<file path="src/rtl/block_mean_sd_rms_top_macros.svh">
// Assertion macros for the block statistics unit.
// Used by the top level; needs clk_i and rst_ni in the including scope.
`ifndef BLOCK_MEAN_SD_RMS_TOP_MACROS_SVH
`define BLOCK_MEAN_SD_RMS_TOP_MACROS_SVH

`define BMSR_ASSERT_IMPL(lbl, ante, cons, msg) \
  lbl: assert property (@(posedge clk_i) disable iff (!rst_ni) (ante) |-> (cons)) \
    else $error(msg);

`define BMSR_ASSERT_NEVER(lbl, cond, msg) \
  lbl: assert property (@(posedge clk_i) disable iff (!rst_ni) !(cond)) \
    else $error(msg);

`endif

</file>
<file path="src/rtl/bmsr_pkg.sv">
// Shared widths, job and result types for the block statistics unit.
// No dependencies.
package bmsr_pkg;

  localparam int SAMPLE_W    = 16;
  localparam int MAX_SAMPLES = 65536;
  localparam int CNT_W       = 17;
  localparam int SUM_W       = 33;
  localparam int SQ_W        = 47;
  localparam int MAG_W       = 32;
  localparam int OUT_W       = 24;
  localparam int PROD_W      = 64;
  localparam int NN_W        = 33;
  localparam int DVD_W       = 80;
  localparam int DVS_W       = 33;
  localparam int QUO_W       = 48;
  localparam int DIV_CNT_W   = 7;
  localparam int SQRT_ITER   = 24;
  localparam int SQRT_CNT_W  = 5;

  typedef struct packed {
    logic signed [SUM_W-1:0] sum;
    logic [SQ_W-1:0]         sumsq;
    logic [CNT_W-1:0]        cnt;
    logic                    ovf;
  } job_t;

  typedef struct packed {
    logic [OUT_W-1:0] mean;
    logic [OUT_W-1:0] sd;
    logic [OUT_W-1:0] rms;
    logic [CNT_W-1:0] cnt;
    logic             ovf;
  } res_t;

endpackage

</file>
<file path="src/rtl/bmsr_acc.sv">
// Front end: accumulates count, sum and sum of squares per sample.
// Depends on bmsr_pkg; hands finished blocks to the job queue.
module bmsr_acc (
  input  logic                                clk_i,
  input  logic                                rst_ni,
  input  logic                                push_i,
  input  logic                                full_i,
  input  logic signed [bmsr_pkg::SAMPLE_W-1:0] sample_i,
  input  logic                                last_i,
  output logic                                job_push_o,
  output bmsr_pkg::job_t                      job_o
);
  import bmsr_pkg::*;

  logic signed [SUM_W-1:0] sum_q;
  logic [SQ_W-1:0]         sumsq_q;
  logic [CNT_W-1:0]        cnt_q;
  logic                    ovf_q;
  logic                    accept;
  logic                    room;
  logic signed [31:0]      sq;
  job_t                    nxt;

  assign accept = push_i & ~full_i;
  assign room   = cnt_q != CNT_W'(MAX_SAMPLES);
  assign sq     = sample_i * sample_i;

  always_comb begin
    nxt.sum   = sum_q;
    nxt.sumsq = sumsq_q;
    nxt.cnt   = cnt_q;
    nxt.ovf   = ovf_q | ~room;
    if (room) begin
      nxt.sum   = sum_q + {{(SUM_W-SAMPLE_W){sample_i[SAMPLE_W-1]}}, sample_i};
      nxt.sumsq = sumsq_q + {{(SQ_W-32){1'b0}}, sq};
      nxt.cnt   = cnt_q + CNT_W'(1);
    end
  end

  assign job_o      = nxt;
  assign job_push_o = accept & last_i;

  always_ff @(posedge clk_i or negedge rst_ni) begin
    if (!rst_ni) begin
      sum_q   <= '0;
      sumsq_q <= '0;
      cnt_q   <= '0;
      ovf_q   <= 1'b0;
    end else if (accept) begin
      if (last_i) begin
        sum_q   <= '0;
        sumsq_q <= '0;
        cnt_q   <= '0;
        ovf_q   <= 1'b0;
      end else begin
        sum_q   <= nxt.sum;
        sumsq_q <= nxt.sumsq;
        cnt_q   <= nxt.cnt;
        ovf_q   <= nxt.ovf;
      end
    end
  end

endmodule

</file>
<file path="config.mk">
export PLATFORM = sky130hd
export DESIGN_NAME = bmsr_acc
export DESIGN_NICKNAME = d
export VERILOG_FILES = /design/src/rtl/block_mean_sd_rms_top_macros.svh /design/src/rtl/bmsr_pkg.sv /design/src/rtl/bmsr_acc.sv
export SDC_FILE = /design/constraint.sdc
export NUM_CORES = 1
export LEC_CHECK = 0
export BUFFER_PORTS_ARGS = -buffer_cell sky130_fd_sc_hd__buf_4
export CORE_ASPECT_RATIO = 1.2
export CORE_UTILIZATION = 40
export DETAILED_ROUTE_END_ITERATION = 6
export PLACE_DENSITY = 0.66
export SYNTH_ARGS = -nofsm -noshare
export SYNTH_HDL_FRONTEND = slang
export SYNTH_SLANG_ARGS = --single-unit
</file>
<file path="constraint.sdc">
create_clock -name clk_i -period 15.8 [get_ports clk_i]
set_input_delay 0.79 -clock clk_i [delete_from_list [all_inputs] [get_ports clk_i]]
set_output_delay 0.79 -clock clk_i [all_outputs]
set_load 0.1 [all_outputs]
</file>
# Word level (Yosys, flattened, before mapping)
# Index checks and enable logic that the tools add are counted.
[op_classes]
eq_ne = 1
mul = 1
addsub = 3
bitwise = 5
mux = 5
[ops]
columns = ["cell", "n"]
rows = [
  ["97-bit two-way mux", 1],
  ["47-bit by 32-bit adder with 47-bit output", 1],
  ["47-bit two-way mux", 1],
  ["33-bit adder", 1],
  ["33-bit two-way mux", 1],
  ["16-bit by 16-bit multiplier with 32-bit output", 1],
  ["17-bit by 1-bit adder with 17-bit output, second input constant", 1],
  ["17-bit two-way mux", 1],
  ["17-bit != test, second input constant", 1],
  ["1-bit AND", 2],
  ["1-bit NOT", 2],
  ["1-bit two-way mux", 1],
  ["1-bit OR", 1],
]
[word_totals]
in_bits = 21
out_inout_bits = 99
wordCells = 19
regBits = 98

# Logic depth before layout (Yosys ltp)
[logic_depth]
depth_word = 4
depth_mapped = 36
mapped_depth_nobuf = 35

# Least setup slack after synthesis
# No wires, ideal clock.
[synth_path]
path_type = "input-to-output"
start = "input port sample_i[1] in the netlist's numbering"
end = "output port job_o[48] in the netlist's numbering"
cell_stages = 31
arrival_ns = 9.974
t_required_ns = 15.010
setup_slack_ns = 5.036
path_cell_list = "clkbuf_1 > clkbuf_1 > nand2_1 > fa_1 > fa_1 > fa_1 > inv_1 > fa_1 > fa_1 > inv_1 > fa_1 > inv_1 > ha_1 > a21o_1 > a21oi_1 > o21bai_1 > a31oi_1 > o21bai_1 > a21oi_1 > xnor2_1 > ha_1 > buf_2 > a21o_1 > a21o_1 > a21o_1 > a2111oi_1 > o31ai_1 > a22oi_2 > nand2b_1 > xnor2_1 > o21ai_0"
[synth_lines]
columns = ["item", "line_no", "source"]
rows = [
  ["start, declared", "bmsr_acc.sv:8", "input logic signed [bmsr_pkg::SAMPLE_W-1:0] sample_i,"],
  ["end, declared", "bmsr_acc.sv:11", "output bmsr_pkg::job_t job_o"],
]

==> results.tsv <==
metric	value	unit
synth_edf_count	0	
layout_common_cells	361 x inv_1, 239 x fa_1, 228 x nand2_1, 158 x ha_1, 125 x buf_4	
cp_slowest_cell	fa_1	
rrSetupSlack	12.05	ns
yosys-top-cells-area	fa_1 28%, dfrtp_1 14%, ha_1 11%	
drtIter0Drc	654	
cts_tree	done	
synth_ff_type	dfrtp_1	
gp_congestion	0.910	
vias	14100	
die_area	44100	µm²
ant_nets	0	
cp_slowest_stage_delay	0.55	ns
setup_viol	0	
finalHoldViolations	0	
rsz0062_at_grt	no	
drt-met1-wl	19300	µm
port-buffer-count	119	
path_class	in -> out	
critPathMaxFanout	37	
r2r_start	sum_q[0]	
syn_avg_cell_area	8.59	µm²
r2r_cells	12	
post_cts_buffers	0	
nNetsFinal	2490	
tightest_slew	0.963	ns
fin_crit	10.21	ns
syn_nets	2431	
remaining_drc_errors	0	
top_level_ports	120	
drt_pre_antenna_iters	5	
rows	83	
synth_area_leader_cell	fa_1	
htreeDepth	3	
grt_usage	21.5	%
fin_setup_tns	0	ns
grt_max_degree	80	
postCtsHoldBufs	0	
cts_resized	0	
wl_met3	1580	µm
syn_area	17300	µm²
routedWlPerCell	17.2	µm
slew-limit-headroom	35.8	%
mostFrequentLayoutCell	inv_1	
ys_seq_elements	98	
status	finished, final reports clean	
highest_layer	met4	
overflow	0	
cp_data_required_time	15.01	ns
start_kind	input pin	
rr_endpoint	sum_q[32]	
synth_top_cell_area_share	27.7	%
ys_types	74	
hp-class	in -> async	
end_kind	primary output	
stdcell_count	2627	
clk_latency	0.38	ns
dp.cells	2613	
start_util	40.5	%
wirelength	45100	µm
yosysSeqAreaShare	14.2	%
synthToLayoutAreaGrowth	9.47	%
dp_hpwl	35600	µm
die_w	192	µm
clk_pin_slew	0.08	ns
clkSinkCount	98	
yosys_warnings	0	
fmax	0.0980	GHz
period_share	64.6	%
antenna_cells	0	
arrival	9.42	ns
grt_pass1_vias	14800	
grt_antenna_before_repair	0	
clock-root-buffer	clkbuf_16	
ys_async_sr_fraction	100	%
via_per_inst	5.37	
core_area	42700	µm²
drv_cap	0	
drv_slew	0	
syn_inst	2013	
grt_pass1_wl	75500	µm
die_y	230	µm
drive_gt1_share	7.90	%
met2_length	22900	µm
numCtsBuffers	9	
clk_path_buf_depth	2	
clock_skew	0.0119	ns
==> how the worst max path moves through the flow <==
stage            startpoint        end  cells past startpoint
6_report       sample_i[15]  job_o[55]                     34
5_1_grt        sample_i[15]  job_o[62]                     32
4_1_cts        sample_i[15]  job_o[55]                     34
3_5_place_dp   sample_i[15]  job_o[55]                     34
3_3_place_gp   sample_i[15]  job_o[55]                     34
2_1_floorplan   sample_i[1]  job_o[48]                     31
==> Yosys cell counts (all sizes together), types with 12 or more instances <==
cell type,count
nand2,228
dfrtp,98
xnor2,81
xor2,49
nor3,16
nand2b,15
a22o,55
a21o,49
o31ai,12
o21a,13
a21oi,111
fa,239
o21ai,103
nand3,28
clkbuf,73
and3,17
ha,158
and2,40
inv,361
nor2,112
nand4,17
a31oi,15
==> worst max-delay path: cells and delay by family <==
family / cells / cell delay, ns
fa+ha+maj: 8 / 3.66
buf+inv: 7 / 1.32
xor+xnor: 3 / 0.35
compound gates: 11 / 2.23
simple gates: 5 / 1.07
==> flip-flops by register name, summed over array words and instances, names as in the netlist <==
| signal | count |
|---|---|
| sum_q | 33 |
| sumsq_q | 47 |
| cnt_q | 17 |
| ovf_q | 1 |
==> metal layers <==
layer  global-route usage [%]  vias to the layer above
li1                         -                     6681
met1                     27.4                     7047
met3                     2.18                       61
met5                        0                        -
met4                     7.69                        0
met2                     37.3                      307
==> cell type report <==
class | count | area [µm²]
inverter | 362 | 1360
fill | 4119 | 23800
clock inverter | 5 | 56.3
tap | 552 | 691
multi-input combinational | 1476 | 13200
sequential | 98 | 2450
timing repair buffer | 125 | 938
clock buffer | 9 | 225
==> cell families (layout without fill, tap and decap cells) <==
family | count (synthesis) | in the layout | synth area share, %
mux | 8 | 8 | 0.471
compound gates | 428 | 428 | 16.5
fa+ha+maj | 397 | 397 | 39.1
simple gates | 513 | 513 | 13.6
xor+xnor | 130 | 130 | 6.59
flops | 98 | 98 | 14.2
buf+inv | 439 | 501 | 9.54
==> per-stage QoR <==
step | util [%] | cell area (µm²) | hold slack (ns) | setup WS [ns]
2_1_floorplan | - | 17300 | 0.454 | 5.04
3_3_place_gp | 43.7 | 18600 | 0.475 | 5.73
3_5_place_dp | 43.7 | 18600 | 0.481 | 5.62
4_1_cts | 44.3 | 18900 | 0.338 | 5.61
5_1_grt | 44.3 | 18900 | 0.372 | 5.08
6_report | 44.3 | 18900 | 0.342 | 5.59
Power is not shown: default switching activity piles up to over one toggle a cycle in this logic, so the estimate is an artifact.
