`src/rtl/block_mean_sd_rms_top_macros.svh`:
```
// Assertion macros for the block statistics unit.
// Used by the top level; needs clk_i and rst_ni in the including scope.
`ifndef BLOCK_MEAN_SD_RMS_TOP_MACROS_SVH
`define BLOCK_MEAN_SD_RMS_TOP_MACROS_SVH

`define BMSR_ASSERT_IMPL(lbl, ante, cons, msg) \
  lbl: assert property (@(posedge clk_i) disable iff (!rst_ni) (ante) |-> (cons)) \
    else $error(msg);

`define BMSR_ASSERT_NEVER(lbl, cond, msg) \
  lbl: assert property (@(posedge clk_i) disable iff (!rst_ni) !(cond)) \
    else $error(msg);

`endif

```
`src/rtl/bmsr_pkg.sv`:
```
// Shared widths, job and result types for the block statistics unit.
// No dependencies.
package bmsr_pkg;

  localparam int SAMPLE_W    = 16;
  localparam int MAX_SAMPLES = 65536;
  localparam int CNT_W       = 17;
  localparam int SUM_W       = 33;
  localparam int SQ_W        = 47;
  localparam int MAG_W       = 32;
  localparam int OUT_W       = 24;
  localparam int PROD_W      = 64;
  localparam int NN_W        = 33;
  localparam int DVD_W       = 80;
  localparam int DVS_W       = 33;
  localparam int QUO_W       = 48;
  localparam int DIV_CNT_W   = 7;
  localparam int SQRT_ITER   = 24;
  localparam int SQRT_CNT_W  = 5;

  typedef struct packed {
    logic signed [SUM_W-1:0] sum;
    logic [SQ_W-1:0]         sumsq;
    logic [CNT_W-1:0]        cnt;
    logic                    ovf;
  } job_t;

  typedef struct packed {
    logic [OUT_W-1:0] mean;
    logic [OUT_W-1:0] sd;
    logic [OUT_W-1:0] rms;
    logic [CNT_W-1:0] cnt;
    logic             ovf;
  } res_t;

endpackage

```
`src/rtl/bmsr_q.sv`:
```
// Two-entry job queue between the accumulator and the math back end.
// Depends on bmsr_pkg.
module bmsr_q (
  input  logic           clk_i,
  input  logic           rst_ni,
  input  logic           push_i,
  input  bmsr_pkg::job_t din_i,
  output logic           full_o,
  input  logic           pop_i,
  output bmsr_pkg::job_t dout_o,
  output logic           empty_o
);
  import bmsr_pkg::*;

  job_t       mem_q [2];
  logic       wp_q;
  logic       rp_q;
  logic [1:0] cnt_q;
  logic       do_push;
  logic       do_pop;

  assign full_o  = cnt_q == 2'd2;
  assign empty_o = cnt_q == 2'd0;
  assign do_push = push_i & ~full_o;
  assign do_pop  = pop_i & ~empty_o;
  assign dout_o  = mem_q[rp_q];

  always_ff @(posedge clk_i or negedge rst_ni) begin
    if (!rst_ni) begin
      wp_q  <= 1'b0;
      rp_q  <= 1'b0;
      cnt_q <= 2'd0;
    end else begin
      if (do_push) wp_q <= ~wp_q;
      if (do_pop)  rp_q <= ~rp_q;
      cnt_q <= cnt_q + 2'(do_push) - 2'(do_pop);
    end
  end

  always_ff @(posedge clk_i) begin
    if (do_push) mem_q[wp_q] <= din_i;
  end

endmodule

```
`config.mk`:
```
export PLATFORM = sky130hd
export DESIGN_NAME = bmsr_q
export DESIGN_NICKNAME = d
export VERILOG_FILES = /design/src/rtl/block_mean_sd_rms_top_macros.svh /design/src/rtl/bmsr_pkg.sv /design/src/rtl/bmsr_q.sv
export SDC_FILE = /design/constraint.sdc
export NUM_CORES = 1
export LEC_CHECK = 0
export BUFFER_PORTS_ARGS = -buffer_cell sky130_fd_sc_hd__buf_2
export CAP_MARGIN = 20
export CORE_MARGIN = 8
export CORE_UTILIZATION = 30
export DETAILED_ROUTE_END_ITERATION = 8
export GPL_TIMING_DRIVEN = 1
export SLEW_MARGIN = 20
export SYNTH_ARGS = -nofsm -noshare
export SYNTH_HDL_FRONTEND = slang
export SYNTH_SLANG_ARGS = --single-unit
export TNS_END_PERCENT = 20
```
`constraint.sdc`:
```
create_clock -name clk_i -period 14.4 [get_ports clk_i]
set_input_delay 2.16 -clock clk_i [delete_from_list [all_inputs] [get_ports clk_i]]
set_output_delay 2.16 -clock clk_i [all_outputs]
set_load 0.005 [all_outputs]
```
==> Yosys cells after proc, flatten, opt, wreduce, memory -nomap -nowiden <==
Memories as Yosys holds them, arrays and structs flattened.
Cells that the tools add are included.
{ "totals": {"ff_bits": 4, "mem_bits_rw": 196, "in_bits": 102, "out_inout_bits": 100, "memories": 1} }
{ "op_classes": {"addsub": 2, "n_eq_ne": 1, "muxes": 2, "bitwise_logic": 6, "n_reduce_logical": 1} }
{ "mem_list": {"columns": ["name", "depth", "word_bits", "rd", "rd_clocked_by_memory_dff", "wr", "line_no", "source"], "rows": [
  ["mem_q", 2, 98, 1, 0, 1, "bmsr_q.sv:15", "job_t mem_q [2];"]
]} }
{ "ops": {"columns": ["cell", "count"], "rows": [
  ["$not A1 Y1", 4],
  ["$add A2 B1 Y2", 1],
  ["$and A1 B1 Y1", 2],
  ["$eq A2 B2 Y1 const B", 1],
  ["$logic_not A2 Y1", 1],
  ["$mux W1", 2],
  ["$sub A2 B1 Y2", 1]
]} }

==> Depth between registers and ports, before layout <==
Gate-level depths: netlist of the first run.
{ "logic_depth": {"ltp_word": 5, "mapped_depth": 7} }

==> Worst setup path before layout of the first run <==
No wires, ideal clock.
{ "synth_timing": {"kind": "input to register", "startpoint": "input push_i", "endpoint": "memory mem_q[0][0] (netlist name), enable pin", "setup_ns": 0.555, "t_arrival_ns": 6.334, "path_slack_ns": 7.510, "stages": 2, "n_path_buf": 0, "path_cell_list": "nand2_1 > nor2_1"} }
{ "synth_between": {"elab_chain_cells": 3} }
{ "synth_rtl": {"columns": ["item", "line_no", "source"], "rows": [
  ["start: declaration", "bmsr_q.sv:6", "input logic push_i,"],
  ["$and A1 B1 Y1", "bmsr_q.sv:24", "assign do_push = push_i & ~full_o;"],
  ["$mux W1", "bmsr_q.sv:41", "if (do_push) mem_q[wp_q] <= din_i;"],
  ["$mux W1 (implied by the code)", "bmsr_q.sv:41", null],
  ["end: declaration", "bmsr_q.sv:15", null]
]} }
No other way between the ends.

==> results.json, run 1 <==
{
  "outcome": "finished clean",
  "grt_use_total_pct": 10.4,
  "tightestPinTransition_ns": 0.897,
  "drtIter0Drc": 205,
  "cts_hold_buf": 0,
  "grt_pass1_wl_um": 23200,
  "layout_min_cycle_time_ns": 4.74,
  "grt_max_degree": 63,
  "wl_um": 15300,
  "fin_nets": 640,
  "arrival_ns": 2.58,
  "vias": 3706,
  "clkLatencyLatePin_ns": 0.41,
  "rsz0062_at_grt": "no",
  "top_layer_used": "met5",
  "cts_buffer_depth": 2,
  "ant_nets": 0,
  "cts_num_sinks": 200,
  "wl_met1_um": 6250,
  "start_kind": "flop",
  "first_pass_iters": 4,
  "fmax_mhz": 211,
  "dp_slack_ns": 9.78,
  "fp.dieH_um": 172,
  "drive_gt1_share_pct": 60.7,
  "path_class": "reg -> out",
  "path_clk_slew_ns": 0.07,
  "chipWidth_um": 172,
  "drc": 0,
  "met3_length_um": 1100,
  "synth_area_um2": 7300,
  "path_cells": "buf_4 -> mux2_2 -> buf_2",
  "hold_violations": 0,
  "max_stage_delay_ns": 0.79,
  "wl_met2_um": 7730,
  "wl_per_cell_um": 17.5,
  "dieArea_um2": 29600,
  "initial_utilization_pct": 30.3,
  "yosys_warnings": 0,
  "finalSetupViolCount": 0,
  "maxCapViolCount": 0,
  "rows": 57,
  "final_common_cell": "buf_2",
  "maxSlewHeadroom_pct": 40.2,
  "worstHoldPathCells": 1,
  "cpMaxStageDelayCell": "buf_4",
  "cts_tree": "done",
  "clock_skew_ns": 0.00528,
  "overflow": 0,
  "ios": 202,
  "yosysUniqueCellTypes": 15,
  "cts-buffers-inserted": 17,
  "antenna_found_initial": 3,
  "min_path_type": "reg -> reg",
  "critPathMaxFanout": 62,
  "gp_congestion": 0.716,
  "post_cts_buffers": 0,
  "r2r_slack_ns": 11.95,
  "powerDensity_nw_per_um2": 194,
  "portBuffers": 201,
  "report.final.slew_viol_count": 0,
  "vias_per_cell": 4.24,
  "vdd_drop_max_mv": 0.0725,
  "dp_hpwl_um": 10600,
  "syn2layout_area_growth_pct": 27.2,
  "layout_common_cells": "buf_2, edfxtp_1, mux2_2",
  "finalCritPeriodShare_pct": 32.9,
  "required_ns": 12.24,
  "htreeDepth": 4,
  "avgSynthCellArea_um2": 22.6,
  "p_leak_nw": 3.44,
  "cp-end-kind": "primary output",
  "cts_root_buffer": "clkbuf_16",
  "seq_area_frac_synth_pct": 82.0,
  "grt_pass1_vias": 4222,
  "netlist_instances": 323,
  "setup_tns_ns": 0,
  "reg2reg_depth": 4,
  "fin_ws_ns": 9.66,
  "core_area_um2": 24100,
  "cts.repair.resized": 0,
  "ys_ff_latch": 200,
  "syn_nets": 427
}
layout make-up:
type                       count  area, um^2
multi-input combinational    110        1240
tap                          324         405
fill                        2266       14800
timing repair buffer         205        1060
antenna                        1        2.50
clock buffer                  19         433
clock inverter                13         143
sequential                   200        5990
inverter                       2        7.51
synthesized netlist by cell type (all sizes together):
master	number	area (um^2)
nand2	1	3.75
edfxtp	196	5890
and3	1	6.26
nand2b	1	6.26
buf	11	73.8
xnor2	3	26.3
ha	2	25.0
mux2	98	1140
xor2	1	8.76
nor2b	1	6.26
inv	2	7.51
dfrtp	4	100
nor2	2	7.51
through the flow:
step	std cells	utilization, %	hold WS [ns]	power [mW]	instance area, um^2
after floorplan	323	-	0.461	1.15	7300
after global placement	840	36.0	0.489	1.35	8670
after detailed placement	840	36.0	0.496	1.36	8670
after CTS	872	38.4	0.508	1.83	9250
after global routing	873	38.5	0.517	1.90	9280
final	874	38.5	0.503	1.80	9280
path summary, 6_finish.rpt:
kind,start,to
setup / recovery,rp_q,dout_o[3]
hold / removal,cnt_q[1],cnt_q[1]
setup reg to reg,cnt_q[1],mem_q[0][20]
hold reg to reg,cnt_q[1],cnt_q[1]
max in group asynchronous,rst_ni,rp_q
min in group asynchronous,rst_ni,cnt_q[0]
metal layers:
metal / vias up / GRT usage (%)
met2: 125 / 17.9
met3: 15 / 3.86
met4: 6 / 3.07
li1: 1705 / -
met1: 1855 / 12.0
met5: - / 0
where the power goes:
group	leakage [nW]	internal [mW]	switching (mW)
combinational	1.30	0.247	0.241
sequential	1.87	0.797	0.0486
clock	0.271	0.259	0.209
registers in the layout (all words and copies together) (netlist names):
name   cells
wp_q       1
rp_q       1
mem_q    196
cnt_q      2
kinds of logic after synthesis:
logic type	count (synthesis)	synth area share (%)
buf+inv	13	1.11
flops	200	82.0
xor+xnor	4	0.480
mux	98	15.6
simple gates	6	0.412
fa+ha+maj	2	0.343
critical path: cells and delay by family (launching register included):
kind / cells / cell delay (ns)
DFF: 1 / 0.76
buffers and inverters: 2 / 0.92
muxes: 1 / 0.42
Power figures use the tool's default switching activity.
==> run 2, diff against run 1 <==
==> constraint.sdc (replaced) <==
create_clock -name clk_i -period 4.7 [get_ports clk_i]
set_input_delay 0.705 -clock clk_i [delete_from_list [all_inputs] [get_ports clk_i]]
set_output_delay 0.705 -clock clk_i [all_outputs]
set_load 0.005 [all_outputs]
==> run 2 against run 1 <==
Effect of this change: global-route usage barely moved; critical endpoint is now dout_o[14]; largest cell class unchanged; first-iteration DRC count is 49% lower; setup slack lost 7.6 ns; non-clock buffer count did not move; wire length decreased by 0.26%.
==> results.json, run 2 (synthesized netlist as in run 1, its figures left out) <==
{
  "whs_ns": 0.0756,
  "core_area_um2": 24100,
  "cts_tree": "done",
  "maxSlewHeadroom_pct": 33.0,
  "fin_nets": 640,
  "cts-buffers-inserted": 17,
  "path_clk_slew_ns": 0.08,
  "vias": 3674,
  "p_leak_nw": 3.47,
  "portBuffers": 201,
  "fin_ws_ns": 2.09,
  "path_class": "reg -> out",
  "cts.repair.resized": 0,
  "layout_min_cycle_time_ns": 2.61,
  "report.final.slew_viol_count": 0,
  "r2r_start": "cnt_q[0]",
  "dp_slack_ns": 2.03,
  "regMostFlops": "mem_q",
  "rsz0062_at_grt": "no",
  "ant_nets": 0,
  "tightestPinTransition_ns": 1.00,
  "vdd_drop_max_mv": 0.488,
  "gp_congestion": 0.706,
  "cp-end-kind": "primary output",
  "drtIter0Drc": 105,
  "htreeDepth": 4,
  "syn2layout_area_growth_pct": 27.5,
  "fill_cells": 2265,
  "cts_root_buffer": "clkbuf_16",
  "grt_use_total_pct": 10.4,
  "final_common_cell": "buf_2",
  "setup_tns_ns": 0,
  "place_area_um2": 8690,
  "start_kind": "flop",
  "overflow": 0,
  "layout_common_cells": "buf_2, edfxtp_1, mux2_2",
  "cts_hold_buf": 0,
  "fmax_mhz": 383,
  "ios": 202,
  "cts_num_sinks": 200,
  "grt_pass1_wl_um": 23200,
  "fin_area_um2": 9310,
  "vias_per_cell": 4.21,
  "drive_gt1_share_pct": 61.4,
  "antenna_cells": 0,
  "power_mw": 5.60,
  "drc": 0,
  "dp.cells": 841,
  "powerDensity_nw_per_um2": 602,
  "cts_buffer_depth": 2,
  "outcome": "finished clean",
  "finalCritPeriodShare_pct": 55.6,
  "critPathMaxFanout": 99,
  "clock_skew_ns": 0.0106,
  "fp.dieH_um": 172,
  "hold_violations": 0,
  "finalSetupViolCount": 0,
  "wl_um": 15300,
  "critPathLaunch": "rp_q",
  "dp_hpwl_um": 10300,
  "finalNonFillerCells": 873,
  "arrival_ns": 1.91,
  "seqCellArea_um2": 5990,
  "antenna_found_initial": 0,
  "grt_max_degree": 100,
  "rows": 57,
  "post_cts_buffers": 0,
  "multi_input_area_um2": 1240,
  "largest_reg_flops": 196,
  "initial_utilization_pct": 30.3,
  "top_regs": "mem_q (196), cnt_q (2)",
  "required_ns": 3.99,
  "grt_pass1_vias": 4230,
  "min_path_type": "in -> async",
  "first_pass_iters": 4,
  "chipWidth_um": 172,
  "dieArea_um2": 29600,
  "wl_per_cell_um": 17.5,
  "final_util_pct": 38.6,
  "clkLatencyLatePin_ns": 0.42,
  "maxCapViolCount": 0
}
[run 2: cell count changes in the layout (fill, tap and decap cells not counted), moves of 2 or more]
cell,previous run,this run
clkinv_2,0,3
clkinvlp_4,3,0
clkbuf_1,2,0
clkinv_1,3,1
[run 2: path summary, 6_finish.rpt]
check                                     to  slack (ns)  cells past startpoint
worst max register to register  mem_q[1][23]        2.32                      3
min in group clk_i              mem_q[1][50]        0.47                      1
worst max-delay path              dout_o[14]        2.09                      3
max in group asynchronous               rp_q        4.48                      1
worst min-delay path                cnt_q[0]        0.08                      1
worst min register to register      cnt_q[1]        0.52                      1
[run 2: layout make-up]
cell class | count | area share (%)
clock buffers | 17 | 4.57
clock inverters | 15 | 2.00
inverters | 2 | 0.0807
multi-input cells | 110 | 13.4
flip-flops and latches | 200 | 64.4
well taps | 324 | 4.36
repair buffers | 205 | 11.3
[run 2: report_power, final]
group / internal [mW] / switching [mW]
Sequential: 2.44 / 0.0907
Clock: 0.853 / 0.669
Combinational: 0.755 / 0.795
[run 2: layer usage]
metal  vias up  GRT usage, %  share of wire [%]
met5         -             0                  0
met4         0          3.60                1.1
met3        11          3.86                7.0
met2       109          18.4                 52
met1      1848          11.3                 40
li1       1706             -                  -
[run 2: critical path, cell delays in order (launching register included)]
cell	delay (ns)
dfrtp_4	0.42
buf_12	0.43
mux2_2	0.42
buf_2	0.13
